$ cat config.mk
export PLATFORM = sky130hd
export DESIGN_NAME = nsvl_ctrl
export DESIGN_NICKNAME = d
export VERILOG_FILES = /design/src/design/nsvl_pkg.sv /design/src/design/nsvl_ctrl.sv
export SDC_FILE = /design/constraint.sdc
export NUM_CORES = 1
export LEC_CHECK = 0
export BUFFER_PORTS_ARGS = -buffer_cell sky130_fd_sc_hd__buf_2
export CAP_MARGIN = 20
export CORE_AREA = 2 2 39 41
export CTS_CLUSTER_DIAMETER = 200
export CTS_CLUSTER_SIZE = 8
export DETAILED_ROUTE_END_ITERATION = 10
export DIE_AREA = 0 0 41 43
export GPL_TIMING_DRIVEN = 0
export SLEW_MARGIN = 20
export SYNTH_ARGS = -nofsm -noshare
export SYNTH_HDL_FRONTEND = slang
export SYNTH_SLANG_ARGS = --single-unit
$ cat constraint.sdc
create_clock -name clk -period 1.3 [get_ports clk]
set_input_delay 0.13 -clock clk [delete_from_list [all_inputs] [get_ports clk]]
set_output_delay 0.13 -clock clk [all_outputs]
set_load 0.005 [all_outputs]
$ cat src/design/nsvl_pkg.sv
package nsvl_pkg;

	// Field widths
	localparam int COORD_W = 20;
	localparam int TAG_W   = 4;
	localparam int CNT_W   = 7;
	localparam int IDX_W   = 6;

	// Datapath widths: coordinate difference, squared distance, root, edge
	localparam int DIFF_W  = COORD_W + 1;
	localparam int DIST_W  = 2 * DIFF_W - 1;
	localparam int ROOT_W  = (DIST_W + 1) / 2;
	localparam int RAD_W   = 2 * ROOT_W;
	localparam int REM_W   = ROOT_W + 2;
	localparam int STEP_W  = $clog2(ROOT_W + 1);
	localparam int EDGE_W  = 21;
	localparam logic [EDGE_W-1:0] EDGE_MAX = {EDGE_W{1'b1}};

	// Input item modes
	localparam logic MODE_WRITE = 1'b0;
	localparam logic MODE_QUERY = 1'b1;

	// Commands from the controller to the datapath
	typedef struct packed {
		logic query_start;
		logic site_write;
		logic scan_issue;
		logic root_start;
		logic out_load;
	} dp_cmd_t;

	// Status from the datapath to the controller
	typedef struct packed {
		logic scan_more;
		logic pipe_idle;
		logic root_busy;
		logic out_free;
	} dp_stat_t;

endpackage

$ cat src/design/nsvl_ctrl.sv
module nsvl_ctrl (
	input  logic                clk,
	input  logic                arst_n,
	input  logic                item_valid,
	input  logic                mode,
	output logic                item_stall,
	input  nsvl_pkg::dp_stat_t  stat,
	output nsvl_pkg::dp_cmd_t   cmd
);
	import nsvl_pkg::*;

	localparam logic [2:0] ST_IDLE  = 3'd0;
	localparam logic [2:0] ST_SCAN  = 3'd1;
	localparam logic [2:0] ST_DRAIN = 3'd2;
	localparam logic [2:0] ST_ROOT  = 3'd3;
	localparam logic [2:0] ST_DONE  = 3'd4;

	logic [2:0] state_q;
	logic [2:0] state_d;

	// Issue site writes from idle; sequence a query: scan, drain the distance pipe, take roots, deliver
	always_comb begin
		state_d = state_q;
		cmd     = '0;
		unique case (state_q)
			ST_IDLE: begin
				if (item_valid) begin
					if (mode == MODE_QUERY) begin
						cmd.query_start = 1'b1;
						state_d         = ST_SCAN;
					end else begin
						cmd.site_write = 1'b1;
					end
				end
			end
			ST_SCAN: begin
				cmd.scan_issue = 1'b1;
				if (!stat.scan_more) begin
					state_d = ST_DRAIN;
				end
			end
			ST_DRAIN: begin
				if (stat.pipe_idle) begin
					cmd.root_start = 1'b1;
					state_d        = ST_ROOT;
				end
			end
			ST_ROOT: begin
				if (!stat.root_busy) begin
					state_d = ST_DONE;
				end
			end
			ST_DONE: begin
				if (stat.out_free) begin
					cmd.out_load = 1'b1;
					state_d      = ST_IDLE;
				end
			end
			default: begin
				state_d = ST_IDLE;
			end
		endcase
	end

	always_ff @(posedge clk or negedge arst_n) begin
		if (!arst_n) begin
			state_q <= ST_IDLE;
		end else begin
			state_q <= state_d;
		end
	end

	assign item_stall = (state_q != ST_IDLE);

endmodule

==> results.toml <==
[run_status]
run_status = "finished clean"

[drt]
ant_nets = 0
dr.pass1.iters = 2
drc = 0
routedWlPerCell_um = 9.237
vias_per_cell = 4.102
drt-total-wl_um = 545
drt-initial-drc-count = 6
vias = 242

[place]
dp_slack_ns = 0.1719
dpl_cell_area_sq_um = 297.8
io_buffers = 13
routabilityCongestion = 0.7292
dpl.hpwl_um = 408.4

[clock_tree]
htree_levels = 1
clkTransAtPathRegs_ns = 0.04
clk_latency_ns = 0.23
cts-root-buf = "clkbuf_4"
clock_path_buffers = 2
cts_tree = "done"
cts_buffers = 3
clock_sinks = 3

[worst_setup_path]
rr_startpoint = "state_q[1]"
crit_arrival_ns = 1.16
r2r_slack_ns = 0.29
crit_required_ns = 1.17
r2r_cells = 4
cp-end-kind = "output pin"
rr_endpoint = "state_q[0]"
worst_setup_path_start_kind = "flop"
crit_type = "flop to output pin"
cp_max_fo = 8

[synth]
postSynthAreaPerCell_sq_um = 8.508
yosys-top-cells-area = "dfrtp_1, nor3b_1, and3_1"
synth_top_cell_area_share_pct = 35.29
synth_area_sq_um = 212.7
ys_warn_count = 0
synth-seq-cells = 3
yosys.area.top_type = "dfrtp_1"
yosysSeqAreaShare_pct = 35.29
syn_nets = 33
synth.distinct_cells = 17
syn_inst = 25

[min_path]
hold_path.class = "input port to flop"
worstHoldEndpoint = "state_q[2]"
min_from = "stat[0]"
holdPathStages = 2

[timing]
finalMaxSlewViolations = 0
skew_ns = 0.001567
finalSetupViolCount = 0
timing.fmax_mhz = 776.1
min_period_over_period_pct = 99.12
slew_headroom_pct = 83.77
fin_crit_ns = 1.289
worst_slack_ns = 0.01146
tightest_slew_ns = 0.2435
hold_viol = 0
rsz0062_at_grt = "true"

[global_route]
gr-total-overflow = 0
antenna_found_initial = 0
grt_pass1_wl_um = 848
grt_pass1_vias = 212
grt_start_max_net_pins = 9
grt_util_all_layers_pct = 7.847

[power_and_ir_drop]
p_per_area_nw_per_um2 = 2043
vdd_drop_max_uv = 753.7
leakagePower_uw = 0.0001769

[cells_and_area]
fillers = 161
top_register = "state_q"
multiInputGateArea_sq_um = 131.4
design_area_sq_um = 359.1
nNetsFinal = 52
top_regs = "state_q (3)"
synthToLayoutAreaGrowth_pct = 68.82
antenna_cells = 0
largest_reg_flops = 3
drive_gt1_share_pct = 55.81
seqCellArea_sq_um = 77.57

[floorplanning]
start_util_pct = 15.37
ios = 14
die-area_sq_um = 1763
die_h_um = 43
core_region_area_sq_um = 1384
die_w_um = 41
rows = 14

[run]
cap_violations = 0
[layout make-up]
type                    count  area share [%]
plain buffers               1           3.136
clock buffers               4           7.317
inverters                   2           2.787
repair buffers             15           23.00
flip-flops and latches      3           21.60
well taps                  16           5.575
multi-input cells          18           36.59
[per-stage QoR]
| step | util [%] | cells | total power (uW) | TNS, ns | hold slack (ns) |
|---|---|---|---|---|---|
| 6_report | 25.95 | 59 | 733.5 | 0 | 0.09152 |
| 5_1_grt | 25.95 | 59 | 815.5 | -0.2160 | 0.09311 |
| 4_1_cts | 25.41 | 59 | 730.2 | -0.006821 | 0.08319 |
| 3_5_place_dp | 21.52 | 54 | 516.3 | 0 | -0.06989 |
| 3_3_place_gp | 21.52 | 54 | 509.7 | 0 | -0.07172 |
| 2_1_floorplan | - | 25 | 406.4 | 0 | -0.1656 |
[cell families (layout without fill, tap and decap cells)]
kind of cell / count (synthesis) / after routing / synth area share [%]
flip-flops: 3 / 3 / 35.29
buffers and inverters: 4 / 22 / 11.17
AND/OR/NAND/NOR: 13 / 13 / 35.88
AO/OA/AOI/OAI: 4 / 4 / 12.94
multiplexers: 1 / 1 / 4.706
[cells in the mapped netlist, drive strengths merged]
master / instances
a21oi: 2
a221oi: 1
and3: 2
buf: 1
clkbuf: 1
dfrtp: 3
inv: 2
mux2i: 1
nand2: 2
nand2b: 1
nand3: 1
nor2: 3
nor3: 1
nor3b: 2
nor4b: 1
o32ai: 1
[report_power, final]
group,internal [uW],switching [uW],total [uW]
combinational,196,179,375
clock,115,45.9,161
sequential,139,59.5,198
[layer usage]
metal	part of all wire [%]	vias to the layer above	wire, um	track usage [%]
li1	-	126	-	-
met1	44	108	239	9.385
met2	49	8	265	8.750
met3	7.3	0	40	3.141
met4	0	0	0	10.00
met5	0	-	0	0
[worst max-delay path by stage]
stage	from	end	slack, ns	cells after the start
5_1_grt	state_q[0]	cmd[3]	-0.10	4
2_1_floorplan	state_q[1]	cmd[4]	0.31	3
6_report	state_q[0]	cmd[4]	0.01	3
3_5_place_dp	state_q[1]	cmd[4]	0.17	4
4_1_cts	state_q[0]	cmd[4]	-0.007	3
3_3_place_gp	state_q[1]	cmd[4]	0.20	4
[what timing repair did]
item / in CTS / in global routing
hold endpoints to repair: 3 / 0
buffers inserted: 1 / 0
hold buffers: 1 / 0
endpoints found under the setup margin: 3 / 5
gates resized for setup: 4 / 2
cloned: 0 / 0
pin swaps: 3 / 2
[critical path: stages, from the launching register on]
cell	delay [ns]
dfrtp_2	0.46
nor3_4	0.20
and3_1	0.17
buf_2	0.10
[placed cells by master, fill, tap and decap left out, types with 2 or more instances in the layout]
master,instances
buf_2,13
nand2_1,2
nor2_1,3
and3_1,2
a21oi_1,2
clkbuf_4,3
dfrtp_2,2
Power figures use the tool's default switching activity.
